## src/hdl/pidc_pkg.sv

```systemverilog
// Package of the clamped PID controller: types, codes and fixed-point helpers.
// No dependencies; every other file of the block but the defines header imports it.
`default_nettype none

package pidc_pkg;

  typedef logic signed [31:0] q16_t;
  typedef logic [30:0]        umag_t;
  typedef logic [2:0]         cfg_addr_t;
  typedef logic signed [32:0] mul_opd_t;
  typedef logic signed [65:0] mul_prod_t;
  typedef logic signed [33:0] wide_sum_t;

  localparam q16_t  Q16_MAX     = 32'sh7FFF_FFFF;
  localparam q16_t  Q16_MIN     = 32'sh8000_0000;
  localparam umag_t LIMIT_RESET = 31'h7FFF_FFFF;
  localparam umag_t PERIOD_RESET = 31'h0001_0000;
  localparam int    FracBits    = 16;

  // Register indexes of the configuration port.
  typedef enum cfg_addr_t {
    CFG_SETPOINT = 3'd0,
    CFG_GAIN_P   = 3'd1,
    CFG_GAIN_D   = 3'd2,
    CFG_GAIN_I   = 3'd3,
    CFG_LIMIT    = 3'd4,
    CFG_PERIOD   = 3'd5
  } cfg_idx_t;

  typedef enum logic [3:0] {
    ST_IDLE, ST_ERR, ST_DIFF, ST_MUL_P, ST_MUL_D, ST_MUL_I, ST_MUL_T,
    ST_MUL_S, ST_STEP, ST_INTEG, ST_SUM
  } ctl_state_t;

  typedef enum logic [1:0] {DIV_IDLE, DIV_LOAD, DIV_RUN} div_state_t;

  typedef struct packed {
    logic               start;
    logic signed [63:0] num;
    umag_t              den;
  } div_req_t;

  typedef struct packed {
    logic done;
    q16_t quot;
  } div_rsp_t;

  typedef struct packed {
    q16_t value;
    logic hit;
  } clamp_t;

  // Saturate a 33-bit signed value to 32 bits.
  function automatic q16_t sat33(input logic signed [32:0] v);
    if (v[32] != v[31]) begin
      sat33 = v[32] ? Q16_MIN : Q16_MAX;
    end else begin
      sat33 = v[31:0];
    end
  endfunction

  // Q16.16 product: floor shift by the fraction width, then saturate.
  function automatic q16_t qsat(input mul_prod_t p);
    if (p[65:47] == {19{p[65]}}) begin
      qsat = p[47:FracBits];
    end else begin
      qsat = p[65] ? Q16_MIN : Q16_MAX;
    end
  endfunction

  // Symmetric clamp to plus or minus lim, with a flag when it acted.
  function automatic clamp_t clamp_lim(input wide_sum_t v, input umag_t lim);
    wide_sum_t hi;
    wide_sum_t lo;
    clamp_t    r;
    hi = {3'b000, lim};
    lo = -hi;
    if (v > hi) begin
      r.value = hi[31:0];
      r.hit   = 1'b1;
    end else if (v < lo) begin
      r.value = lo[31:0];
      r.hit   = 1'b1;
    end else begin
      r.value = v[31:0];
      r.hit   = 1'b0;
    end
    return r;
  endfunction

endpackage

`default_nettype wire

```

## src/hdl/pidc_if.sv

```systemverilog
// Valid/ready channel interfaces of the PID controller: samples, results, config.
// Depends on pidc_pkg for the payload types.
`default_nettype none

interface pidc_in_if import pidc_pkg::*; ();
  logic valid;
  logic ready;
  q16_t measurement;

  modport source (output valid, output measurement, input ready);
  modport sink (input valid, input measurement, output ready);
endinterface

interface pidc_out_if import pidc_pkg::*; ();
  logic valid;
  logic ready;
  q16_t drive;
  logic saturated;

  modport source (output valid, output drive, output saturated, input ready);
  modport sink (input valid, input drive, input saturated, output ready);
endinterface

interface pidc_cfg_if import pidc_pkg::*; ();
  logic      valid;
  logic      ready;
  cfg_addr_t index;
  q16_t      data;

  modport source (output valid, output index, output data, input ready);
  modport sink (input valid, input index, input data, output ready);
endinterface

`default_nettype wire

```

## src/hdl/pidc_mul.sv

```systemverilog
// Shared signed multiplier of the PID controller with a registered product.
// Depends on pidc_pkg for operand types and the Q16.16 saturation helper.
`default_nettype none

module pidc_mul import pidc_pkg::*; (
  input  wire logic clk,
  input  wire logic en,
  input  mul_opd_t  opd_a,
  input  mul_opd_t  opd_b,
  output mul_prod_t prod,
  output q16_t      prod_q
);

  mul_prod_t prod_r;

  always_ff @(posedge clk) begin
    if (en) begin
      prod_r <= opd_a * opd_b;
    end
  end

  assign prod   = prod_r;
  assign prod_q = qsat(prod_r);

endmodule

`default_nettype wire

```

## src/hdl/pidc_div.sv

```systemverilog
// Restoring divider for the derivative term: one quotient bit per cycle.
// Depends on pidc_pkg for the request and response structs.
`default_nettype none

module pidc_div import pidc_pkg::*; (
  input  wire logic clk,
  input  wire logic rst_n,
  input  div_req_t  req,
  output div_rsp_t  rsp
);

  localparam int QuotBits = 32;

  div_state_t  state_r, state_nxt;
  logic        done_r, done_nxt;
  logic [4:0]  cnt_r, cnt_nxt;
  logic [63:0] mag_r, mag_nxt;
  umag_t       rem_r, rem_nxt;
  umag_t       den_r, den_nxt;
  logic        neg_r, neg_nxt;
  logic        ovf_r, ovf_nxt;
  q16_t        quot_r, quot_nxt;

  logic [31:0] shifted;
  logic [31:0] trial;
  logic        qbit;
  logic [31:0] qmag;

  always_ff @(posedge clk) begin
    if (!rst_n) begin
      state_r <= DIV_IDLE;
      done_r  <= 1'b0;
    end else begin
      state_r <= state_nxt;
      done_r  <= done_nxt;
    end
  end

  always_ff @(posedge clk) begin
    cnt_r  <= cnt_nxt;
    mag_r  <= mag_nxt;
    rem_r  <= rem_nxt;
    den_r  <= den_nxt;
    neg_r  <= neg_nxt;
    ovf_r  <= ovf_nxt;
    quot_r <= quot_nxt;
  end

  always_comb begin
    state_nxt = state_r;
    done_nxt  = done_r;
    cnt_nxt   = cnt_r;
    mag_nxt   = mag_r;
    rem_nxt   = rem_r;
    den_nxt   = den_r;
    neg_nxt   = neg_r;
    ovf_nxt   = ovf_r;
    quot_nxt  = quot_r;
    shifted   = {rem_r, mag_r[31]};
    trial     = shifted - {1'b0, den_r};
    qbit      = (shifted >= {1'b0, den_r});
    qmag      = {mag_r[30:0], qbit};
    case (state_r)
      DIV_IDLE: begin
        if (req.start) begin
          neg_nxt   = req.num[63];
          mag_nxt   = req.num[63] ? 64'(-req.num) : req.num;
          den_nxt   = req.den;
          done_nxt  = 1'b0;
          state_nxt = DIV_LOAD;
        end
      end
      DIV_LOAD: begin
        // A quotient of 2^32 or more saturates whatever its low bits are.
        ovf_nxt   = (mag_r[63:32] >= {1'b0, den_r});
        rem_nxt   = mag_r[62:32];
        cnt_nxt   = '0;
        state_nxt = DIV_RUN;
      end
      DIV_RUN: begin
        rem_nxt = qbit ? trial[30:0] : shifted[30:0];
        mag_nxt = {mag_r[63:32], qmag};
        cnt_nxt = cnt_r + 5'd1;
        if (cnt_r == 5'(QuotBits - 1)) begin
          if (ovf_r) begin
            quot_nxt = neg_r ? Q16_MIN : Q16_MAX;
          end else if (!neg_r) begin
            quot_nxt = qmag[31] ? Q16_MAX : qmag;
          end else begin
            quot_nxt = (qmag > 32'h8000_0000) ? Q16_MIN : -qmag;
          end
          done_nxt  = 1'b1;
          state_nxt = DIV_IDLE;
        end
      end
      default: begin
        state_nxt = DIV_IDLE;
      end
    endcase
  end

  assign rsp.done = done_r;
  assign rsp.quot = quot_r;

endmodule

`default_nettype wire

```

## src/hdl/pid_controller_clamped.sv

```systemverilog
// Clamped PID controller: top level with the sequencer, config registers and state.
// Depends on pidc_pkg, pidc_if, pidc_mul and pidc_div.
//
// The controller takes one measured Q16.16 sample per input word and returns one
// result word: the drive, clamped to plus or minus the output limit, and a flag
// that is set when that clamp acted. The error is setpoint minus measurement; the
// drive is the sum of the proportional term, the derivative term (gain times the
// change in error, divided by the sample period) and an integral that is
// accumulated as gain times error times period and itself clamped to the limit.
// A sample period of zero is taken as the smallest step. The result word is loaded
// as the sequencer returns to idle, and the input side is ready again from then on,
// so a new sample is taken only once the last item has finished. The input side
// is not ready while an item is in flight. The pace is set by the derivative
// divider, which produces one quotient bit per cycle over 32 steps after a load
// step and runs in parallel with the last two of the four passes through the shared
// multiplier. The result sits in an output register, so the next sample is taken
// while the result still waits; a finished item holds in the last step until the
// quotient is ready and the previous result has been taken. The configuration
// channel is always ready and should be written only while the block is idle;
// unknown register indexes are ignored. The previous error and the integral are
// cleared by reset only.
`default_nettype none

module pid_controller_clamped import pidc_pkg::*; (
  input  wire logic   clk,
  input  wire logic   rst_n,
  pidc_in_if.sink     in_ch,
  pidc_out_if.source  out_ch,
  pidc_cfg_if.sink    cfg_ch
);

  // Configuration registers.
  q16_t  setpoint_r, kp_r, kd_r, ki_r;
  umag_t limit_r, period_r;

  // Sequencer and controller state.
  ctl_state_t state_r, state_nxt;
  q16_t       prev_err_r, prev_err_nxt;
  q16_t       integ_r, integ_nxt;
  logic       out_valid_r, out_valid_nxt;

  // Working values of the item in flight.
  q16_t meas_r, meas_nxt;
  q16_t err_r, err_nxt;
  q16_t diff_r, diff_nxt;
  q16_t prop_r, prop_nxt;
  q16_t t_r, t_nxt;
  q16_t step_r, step_nxt;
  q16_t drive_r, drive_nxt;
  logic sat_r, sat_nxt;

  umag_t              dt_eff;
  logic signed [32:0] err_wide;
  logic signed [32:0] diff_wide;
  logic signed [32:0] integ_wide;
  wide_sum_t          integ_ext;
  wide_sum_t          total;
  clamp_t             integ_cl;
  clamp_t             drive_cl;

  logic      mul_en;
  mul_opd_t  mul_a, mul_b;
  mul_prod_t mul_prod;
  q16_t      mul_q;
  div_req_t  div_req;
  div_rsp_t  div_rsp;

  pidc_mul u_mul (
    .clk    (clk),
    .en     (mul_en),
    .opd_a  (mul_a),
    .opd_b  (mul_b),
    .prod   (mul_prod),
    .prod_q (mul_q)
  );

  pidc_div u_div (
    .clk   (clk),
    .rst_n (rst_n),
    .req   (div_req),
    .rsp   (div_rsp)
  );

  // Configuration writes land directly; the port never stalls.
  assign cfg_ch.ready = 1'b1;

  always_ff @(posedge clk) begin
    if (!rst_n) begin
      setpoint_r <= '0;
      kp_r       <= '0;
      kd_r       <= '0;
      ki_r       <= '0;
      limit_r    <= LIMIT_RESET;
      period_r   <= PERIOD_RESET;
    end else if (cfg_ch.valid) begin
      case (cfg_ch.index)
        CFG_SETPOINT: setpoint_r <= cfg_ch.data;
        CFG_GAIN_P:   kp_r       <= cfg_ch.data;
        CFG_GAIN_D:   kd_r       <= cfg_ch.data;
        CFG_GAIN_I:   ki_r       <= cfg_ch.data;
        CFG_LIMIT:    limit_r    <= cfg_ch.data[30:0];
        CFG_PERIOD:   period_r   <= cfg_ch.data[30:0];
        default: begin
        end
      endcase
    end
  end

  always_ff @(posedge clk) begin
    if (!rst_n) begin
      state_r     <= ST_IDLE;
      prev_err_r  <= '0;
      integ_r     <= '0;
      out_valid_r <= 1'b0;
    end else begin
      state_r     <= state_nxt;
      prev_err_r  <= prev_err_nxt;
      integ_r     <= integ_nxt;
      out_valid_r <= out_valid_nxt;
    end
  end

  always_ff @(posedge clk) begin
    meas_r  <= meas_nxt;
    err_r   <= err_nxt;
    diff_r  <= diff_nxt;
    prop_r  <= prop_nxt;
    t_r     <= t_nxt;
    step_r  <= step_nxt;
    drive_r <= drive_nxt;
    sat_r   <= sat_nxt;
  end

  assign dt_eff     = (period_r == '0) ? umag_t'(1) : period_r;
  assign err_wide   = {setpoint_r[31], setpoint_r} - {meas_r[31], meas_r};
  assign diff_wide  = {err_r[31], err_r} - {prev_err_r[31], prev_err_r};
  assign integ_wide = {integ_r[31], integ_r} + {step_r[31], step_r};
  assign integ_ext  = {{2{integ_wide[32]}}, sat33(integ_wide)};
  assign integ_cl   = clamp_lim(integ_ext, limit_r);
  assign total      = {{2{prop_r[31]}}, prop_r} + {{2{div_rsp.quot[31]}}, div_rsp.quot}
                    + {{2{integ_r[31]}}, integ_r};
  assign drive_cl   = clamp_lim(total, limit_r);

  // The sequencer: each multiply state hands one operand pair to the shared
  // multiplier, and the state after it takes the product.
  always_comb begin
    state_nxt     = state_r;
    prev_err_nxt  = prev_err_r;
    integ_nxt     = integ_r;
    out_valid_nxt = out_valid_r;
    meas_nxt      = meas_r;
    err_nxt       = err_r;
    diff_nxt      = diff_r;
    prop_nxt      = prop_r;
    t_nxt         = t_r;
    step_nxt      = step_r;
    drive_nxt     = drive_r;
    sat_nxt       = sat_r;
    mul_en        = 1'b0;
    mul_a         = '0;
    mul_b         = '0;
    div_req.start = 1'b0;
    div_req.num   = mul_prod[63:0];
    div_req.den   = dt_eff;

    if (out_valid_r && out_ch.ready) begin
      out_valid_nxt = 1'b0;
    end

    case (state_r)
      ST_IDLE: begin
        if (in_ch.valid) begin
          meas_nxt  = in_ch.measurement;
          state_nxt = ST_ERR;
        end
      end
      ST_ERR: begin
        err_nxt   = sat33(err_wide);
        state_nxt = ST_DIFF;
      end
      ST_DIFF: begin
        diff_nxt  = sat33(diff_wide);
        state_nxt = ST_MUL_P;
      end
      ST_MUL_P: begin
        mul_en    = 1'b1;
        mul_a     = {kp_r[31], kp_r};
        mul_b     = {err_r[31], err_r};
        state_nxt = ST_MUL_D;
      end
      ST_MUL_D: begin
        prop_nxt  = mul_q;
        mul_en    = 1'b1;
        mul_a     = {kd_r[31], kd_r};
        mul_b     = {diff_r[31], diff_r};
        state_nxt = ST_MUL_I;
      end
      ST_MUL_I: begin
        // The exact derivative product goes to the divider here.
        div_req.start = 1'b1;
        mul_en        = 1'b1;
        mul_a         = {ki_r[31], ki_r};
        mul_b         = {err_r[31], err_r};
        state_nxt     = ST_MUL_T;
      end
      ST_MUL_T: begin
        t_nxt     = mul_q;
        state_nxt = ST_MUL_S;
      end
      ST_MUL_S: begin
        mul_en    = 1'b1;
        mul_a     = {t_r[31], t_r};
        mul_b     = {2'b00, dt_eff};
        state_nxt = ST_STEP;
      end
      ST_STEP: begin
        step_nxt  = mul_q;
        state_nxt = ST_INTEG;
      end
      ST_INTEG: begin
        integ_nxt = integ_cl.value;
        state_nxt = ST_SUM;
      end
      ST_SUM: begin
        // Wait for the quotient and for room in the output register.
        if (div_rsp.done && (!out_valid_r || out_ch.ready)) begin
          drive_nxt     = drive_cl.value;
          sat_nxt       = drive_cl.hit;
          out_valid_nxt = 1'b1;
          prev_err_nxt  = err_r;
          state_nxt     = ST_IDLE;
        end
      end
      default: begin
        state_nxt = ST_IDLE;
      end
    endcase
  end

  assign in_ch.ready      = (state_r == ST_IDLE);
  assign out_ch.valid     = out_valid_r;
  assign out_ch.drive     = drive_r;
  assign out_ch.saturated = sat_r;

endmodule

`default_nettype wire

```

## src/flat_wrapper.sv

```systemverilog
// flat-port wrapper written by rule: the top's interface ports become plain ports
module pid_controller_clamped_flat import pidc_pkg::*;
  (clk, rst_n, in_ch_valid, in_ch_measurement, in_ch_ready, out_ch_valid, out_ch_drive, out_ch_saturated, out_ch_ready, cfg_ch_valid, cfg_ch_index, cfg_ch_data, cfg_ch_ready);
  pidc_in_if in_ch_i ();
  pidc_out_if out_ch_i ();
  pidc_cfg_if cfg_ch_i ();
  input  wire logic clk;
  input  wire logic rst_n;
  input wire logic [$bits(in_ch_i.valid)-1:0] in_ch_valid;
  input wire logic [$bits(in_ch_i.measurement)-1:0] in_ch_measurement;
  output wire logic [$bits(in_ch_i.ready)-1:0] in_ch_ready;
  output wire logic [$bits(out_ch_i.valid)-1:0] out_ch_valid;
  output wire logic [$bits(out_ch_i.drive)-1:0] out_ch_drive;
  output wire logic [$bits(out_ch_i.saturated)-1:0] out_ch_saturated;
  input wire logic [$bits(out_ch_i.ready)-1:0] out_ch_ready;
  input wire logic [$bits(cfg_ch_i.valid)-1:0] cfg_ch_valid;
  input wire logic [$bits(cfg_ch_i.index)-1:0] cfg_ch_index;
  input wire logic [$bits(cfg_ch_i.data)-1:0] cfg_ch_data;
  output wire logic [$bits(cfg_ch_i.ready)-1:0] cfg_ch_ready;
  assign in_ch_i.valid = in_ch_valid;
  assign in_ch_i.measurement = in_ch_measurement;
  assign in_ch_ready = in_ch_i.ready;
  assign out_ch_valid = out_ch_i.valid;
  assign out_ch_drive = out_ch_i.drive;
  assign out_ch_saturated = out_ch_i.saturated;
  assign out_ch_i.ready = out_ch_ready;
  assign cfg_ch_i.valid = cfg_ch_valid;
  assign cfg_ch_i.index = cfg_ch_index;
  assign cfg_ch_i.data = cfg_ch_data;
  assign cfg_ch_ready = cfg_ch_i.ready;
  pid_controller_clamped u_core (.clk(clk), .rst_n(rst_n), .in_ch(in_ch_i), .out_ch(out_ch_i), .cfg_ch(cfg_ch_i));
endmodule
```

## config.mk

```make
export PLATFORM = sky130hd
export DESIGN_NAME = pid_controller_clamped_flat
export DESIGN_NICKNAME = d
export VERILOG_FILES = /design/src/hdl/pidc_pkg.sv /design/src/hdl/pidc_if.sv /design/src/hdl/pidc_mul.sv /design/src/hdl/pidc_div.sv /design/src/hdl/pid_controller_clamped.sv /design/src/flat_wrapper.sv
export SDC_FILE = /design/constraint.sdc
export NUM_CORES = 2
export LEC_CHECK = 0
export CAP_MARGIN = 25
export CORE_MARGIN = 5
export CORE_UTILIZATION = 55
export DETAILED_ROUTE_END_ITERATION = 10
export DONT_BUFFER_PORTS = 1
export GPL_TIMING_DRIVEN = 1
export PLACE_DENSITY = 0.7
export SETUP_SLACK_MARGIN = 0.4
export SLEW_MARGIN = 20
export SYNTH_ARGS = -nofsm -noshare
export SYNTH_HDL_FRONTEND = slang
export SYNTH_SLANG_ARGS = --single-unit
```

## constraint.sdc

```tcl
create_clock -name clk -period 31.2 [get_ports clk]
set_clock_uncertainty 0.2 [all_clocks]
set_input_delay 6.24 -clock clk [delete_from_list [all_inputs] [get_ports clk]]
set_output_delay 6.24 -clock clk [all_outputs]
set_load 0.1 [all_outputs]
```

# Word level (Yosys, flattened, before mapping)
# Cells that the tools add are included.
# totals
wordCells,142
out_inout_bits,36
regBits,718
input_bits,72
# classes
order_cmp,7
muxes,40
bitwise_logic,1
n_eq_ne,26
n_mul,1
n_reduce_logical,27
n_addsub,10
# op_table
operator,count
two-way mux 32 bit,13
one-hot mux 33 bit (4 select lines),1
two-way mux 64 bit,2
one-hot mux 64 bit (2 select lines),1
two-way mux 33 bit,3
one-hot mux 33 bit (3 select lines),1
two-way mux 31 bit,3
adder 32 x 32 -> 33 bit,2
multiplier 33 x 33 -> 66 bit,1
subtractor 32 x 32 -> 33 bit,2
>= comparator 32 x 31 -> 1 bit,2
negator 64 bit,1
one-hot mux 31 bit (2 select lines),1
one-hot mux 4 bit (11 select lines),1
adder 33 x 32 -> 34 bit,1
> comparator 34 x 32 -> 1 bit,1
less-than comparator 33 x 34 -> 1 bit,1
less-than comparator 34 bit,1
negator 31 -> 34 bit,1
> comparator 33 x 32 -> 1 bit,1
"> comparator 32 bit, second input constant",1
negator 32 bit,1
zero test 31 bit,1
subtractor 31 bit,1
other kinds (33),68

# Longest topological paths before layout
# depth
depth_word,6
mapped_depth,38
mapped_depth_nobuf,33

# By module
# From an unflattened synthesis, not the netlist that was laid out.
# hier_totals
hier_cells,8918
area_unflattened_um2,82878.2
# by_module_without_submodules
module,n_inst,cells_each,seq_area_each_um2,area_each_um2
pidc_mul,1,4378,1981.9,41360.9
pid_controller_clamped,1,3353,11941.5,30067.6
pidc_div,1,1187,5014.8,11449.7

# Least setup slack after synthesis
# No wires, ideal clock.
# synth_timing
kind,register to register
from,register u_core.state_r[1]
to,register u_core.u_mul.prod_r[53] (netlist: u_core.u_mul.prod[53]) (data pin)
synth_period_minus_slack_ns,10.543
setup_time_ns,0.269
n_path_buf,6
stages_incl_launch_ff,37
t_arrival_ns,10.074
t_required_ns,30.731
path_slack_ns,20.657
path_cell_list,dfxtp_1 -> clkbuf_1 -> nand2b_1 -> nor3_1 -> clkbuf_1 -> clkbuf_1 -> buf_1 -> a22oi_1 -> nand2_1 -> clkbuf_1 -> nand2_1 -> fa_1 -> inv_1 -> fa_1 -> inv_1 -> fa_1 -> inv_1 -> fa_1 -> fa_1 -> fa_1 -> fa_1 -> inv_1 -> fa_1 -> inv_1 -> ha_1 -> clkbuf_1 -> a21oi_1 -> inv_1 -> a21o_1 -> a21oi_1 -> nor2_1 -> a211oi_1 -> a21oi_1 -> or4b_2 -> a31oi_1 -> o31ai_1 -> xor2_1
# synth_via
elab_chain_cells,4
# synth_lines
item,line,source
start: declaration,pid_controller_clamped.sv:37,"ctl_state_t state_r, state_nxt;"
start signal: assignment,pid_controller_clamped.sv:116,state_r <= state_nxt;
equality test 4 x 2 -> 1 bit or equality test 4 x 3 -> 1 bit (tied branches),pid_controller_clamped.sv:170,case (state_r)
OR reduction 2 bit (no source line),--,
one-hot mux 33 bit (3 select lines),pid_controller_clamped.sv:170,
multiplier 33 x 33 -> 66 bit *,pidc_mul.sv:18,prod_r <= opd_a * opd_b;
end signal: assignment,pidc_mul.sv:18,
end: declaration,pidc_mul.sv:14,mul_prod_t prod_r;
# Mark *: on every way between the ends. The rest lies on a longest branch, timed or not.
# A chain may end at the register's enable or synchronous reset.

# Worst setup path in the final report
# layout_timing
from,register u_core.state_r[0]
to,register u_core.u_mul.prod_r[64] (netlist: u_core.u_mul.prod[64]) (data pin)
# The elaborated chain is that of the path after synthesis.

==> run summary <==
STA puts the critical path data arrival time at 12.08 ns. The startpoint class of the critical path is a flop. The latest clock arrival within the worst-skew pair was 0.68 ns. In this run the count of I/O pins placed on the die edge is 108. The tools report the total number of nets in the final design as 10400. The average instance area after synthesis works out to 9.07 sq um. In the synthesized netlist the dominant register cell turns out to be sky130_fd_sc_hd__edfxtp_1. The run gives 0.0845 GHz as the achievable clock frequency.

Buffers inserted to repair hold after CTS numbered 0. The tools report the final worst setup slack as 19.37 ns. Summed over all layers, the global routing overflow is 0. Entering global routing, the biggest net connects 109 pins. The tools report the kind of end point of the critical path as a flop. sky130_fd_sc_hd__fa_1 takes more of the synthesized area than any other cell. The H-tree generated during clock tree synthesis spans 3 levels. The final count of pins violating max slew was 0; the proportion of layout cells with a drive suffix above 1 was 4.67%. Data on the critical path is required at its endpoint by 31.45 ns. The run gives 0.983 as the routability-driven placement congestion ratio.

The total iterations of the first detailed-routing run was 8; the total clock sinks was 718. The slowest stage of the critical path belongs to the cell sky130_fd_sc_hd__o31ai_1. Among all cell types in the netlist, the one instantiated most often is sky130_fd_sc_hd__inv_1. Clock tree synthesis selected as its root buffer the cell sky130_fd_sc_hd__clkbuf_16. The count of nets left with antenna violations once routing finished came out at 0.

The routed layout has 64100 vias. The category of the most critical setup path is flop to flop. On the worst path, the slowest cell contributes a delay of 1.00 ns.

The smallest clock period supported by the final layout is computed as 11.83 ns. The run gives 260000 um as the wire length after detailed routing. From synthesis to final layout, the design area changed by 5.55%. The initial utilization of the core area, before any placement, comes to 55.3%. The number of flip-flops in the largest register is 66.

Setup repair after global routing left no endpoint under its margin. The peak supply drop is 0.0519 mV. For this block, the initial DRC count from the detailed router was 6280. The synthesized netlist cell count was 8854; the total of flip-flops plus latches after synthesis was 718. Of the post-synthesis cell area, the dominant cell type holds 28.9%. In this run the worst path has a maximum fanout of 65.

The switching component of the power came out at 0.664 mW. The run gives 38.6 nW as the leakage power of the design. The die is 392 um tall. Headroom to the max-slew limit came out at 21.2%.

The run gives 0 as the count of instances resized after the clock tree is built. The tools report the setup fix buffers added after clock tree synthesis as 0. Worst setup path startpoint: u_core.state_r[0].

In the routed design, unresolved DRC markers number 0. The total area inside the core boundary comes to 0.145 sq mm. In the routed layout, each cell is associated on average with a via count of 6.06. After synthesis, the cell types taking the most area are sky130_fd_sc_hd__fa_1, sky130_fd_sc_hd__edfxtp_1, sky130_fd_sc_hd__ha_1. The run gives 23.6% as the fraction of the yosys area taken by sequential cells.

Counting the buffers created by CTS gives 77. The distinct cell type count after synthesis was 92; the number of endpoints failing setup at the final stage was 0. Number of hold-slack violations in the final timing report: 0. By count the netlist is led by sky130_fd_sc_hd__inv_1, sky130_fd_sc_hd__fa_1, sky130_fd_sc_hd__nand2_1, sky130_fd_sc_hd__nor2_1, sky130_fd_sc_hd__a21oi_1. The cell area that synthesis handed to floorplanning was 0.0803 sq mm. The start of the worst register-to-register path is u_core.state_r[0]. Measured along the x axis, the die boundary spans 392 um.

After routing, the total negative slack on setup checks comes to 0 ns. The number of global-route vias before repair was 64600. The areal power density over the cells was 28.0 mW/mm^2; the overall global routing resource usage was 33.9%. Port buffering added 0 buffers.

The flow ran to the end, and the final reports show no timing, DRC or antenna violations. The number of violations of the max-capacitance limit is 0. In the final routed layout, each cell accounts on average for 24.5 um.

Net switching is 27.9% of the power. The detailed placer's ending HPWL was 199000 um; the share of flip-flops with an asynchronous set or reset was 0%. The clock-pin transition on the worst setup and hold timing paths is 0.06 ns.

Timing analysis after detailed placement gives a worst setup slack of 19.58 ns. At the pin with the least slew margin, the transition time is 1.18 ns. Number of warnings reported in the yosys synthesis log: 0. For the post-synthesis net count, the log shows 10600.

In this run, flip-flops and latches consume 45.3% of the power. The tools report the first-pass GRT wire length as 393000 um. The share of total power dissipated in the clock network is 40.9%. The tools report the initial antenna violation count as 14. The class of the most critical hold timing path was flop to flop. The run gives 1.71 mW as the internal power. After floorplanning, the core was divided into 140 placement rows. The floorplan step defined a die boundary enclosing 0.154 sq mm. The most frequent cell on the critical path is sky130_fd_sc_hd__fa_1.

Per report_power, the combinational group accounts for 13.8% of the total. Counting along the longest clock path gives a buffer depth of 3. TritonCTS built the clock tree. In this run the most critical hold path is launched from u_core.prev_err_r[29]. In this run, synthesis inferred 456 flip-flops with an integrated enable. The worst path uses 37.9% of the clock period.
-- layout by cell type, fill, tap and decap left out, types with 53 or more instances in the layout --
master                      count
sky130_fd_sc_hd__a22oi_1       87
sky130_fd_sc_hd__o21a_1        57
sky130_fd_sc_hd__nand2_1     1067
sky130_fd_sc_hd__nor3_1        89
sky130_fd_sc_hd__nor2_1       955
sky130_fd_sc_hd__edfxtp_1     456
sky130_fd_sc_hd__a21o_1       173
sky130_fd_sc_hd__ha_1         543
sky130_fd_sc_hd__nand2b_1      74
sky130_fd_sc_hd__nand3_1       85
sky130_fd_sc_hd__o211ai_1      56
sky130_fd_sc_hd__inv_1       1411
sky130_fd_sc_hd__xor2_1       135
sky130_fd_sc_hd__nand4_1       60
sky130_fd_sc_hd__clkbuf_16     79
sky130_fd_sc_hd__a21oi_1      554
sky130_fd_sc_hd__buf_4        123
sky130_fd_sc_hd__xnor2_1      138
sky130_fd_sc_hd__or2_2         59
sky130_fd_sc_hd__dfxtp_1      262
sky130_fd_sc_hd__o21ai_0      265
sky130_fd_sc_hd__and2_1        53
sky130_fd_sc_hd__fa_1        1160
-- path summary, 6_finish.rpt --
kind | endpoint | slack, ns | cells past startpoint
worst max-delay path | u_core.u_mul.prod[64] | 19.37 | 31
worst max register to register | u_core.u_mul.prod[64] | 19.37 | 31
worst min-delay path | u_core.prev_err_r[29] | 0.25 | 2
worst min register to register | u_core.prev_err_r[29] | 0.25 | 2
-- power by group through the flow --
stage / sequential [mW] / clock [mW] / combinational (mW)
finish: 1.08 / 0.973 / 0.327
global route: 1.08 / 1.02 / 0.354
CTS: 1.08 / 0.982 / 0.320
detailed placement: 1.10 / 0 / 0.318
global placement: 1.10 / 0 / 0.312
floorplan: 1.08 / 0 / 0.220
-- critical path, delay by kind of cell, from the launching register on --
family | cells | cell delay [ns]
fa+ha+maj | 9 | 4.21
compound gates | 5 | 2.49
buf+inv | 9 | 2.14
simple gates | 8 | 1.86
flops | 1 | 0.64
-- cell type report --
type,count,area (sq um)
flip-flops and latches,718,18900
multi-input cells,6257,54500
repair buffers,130,1030
inverters,1416,5320
clock inverters,35,470
fillers,12700,60600
well taps,1917,2400
clock buffers,108,2140
diodes,9,22.5
-- metal layers --
metal / GRT usage [%] / up-vias / wire length [um]
met5: 0 / - / 27
met4: 20.2 / 4 / 18900
met3: 7.03 / 751 / 23700
met2: 53.5 / 3179 / 118000
met1: 43.3 / 32100 / 98700
li1: - / 28200 / -
-- cell families after synthesis --
group,after synthesis,synth area share (%)
mux,23,0.301
xor+xnor,273,2.98
compound gates,1564,12.3
buf+inv,1879,8.80
fa+ha+maj,1718,37.6
simple gates,2678,14.4
other cells,1,0.00467
flops,718,23.6
-- stage by stage --
stage / total power [mW] / util, % / cell area (sq um) / hold slack, ns / cells
final: 2.38 / 58.3 / 84800 / 0.254 / 10600
after global routing: 2.45 / 58.3 / 84800 / 0.272 / 10600
after CTS: 2.38 / 58.3 / 84700 / 0.255 / 10600
after detailed placement: 1.41 / 56.5 / 82100 / 0.246 / 10400
after global placement: 1.41 / 56.5 / 82100 / 0.241 / 10400
after floorplan: 1.30 / - / 80300 / 0.236 / 8854
Power figures use the tool's default switching activity.
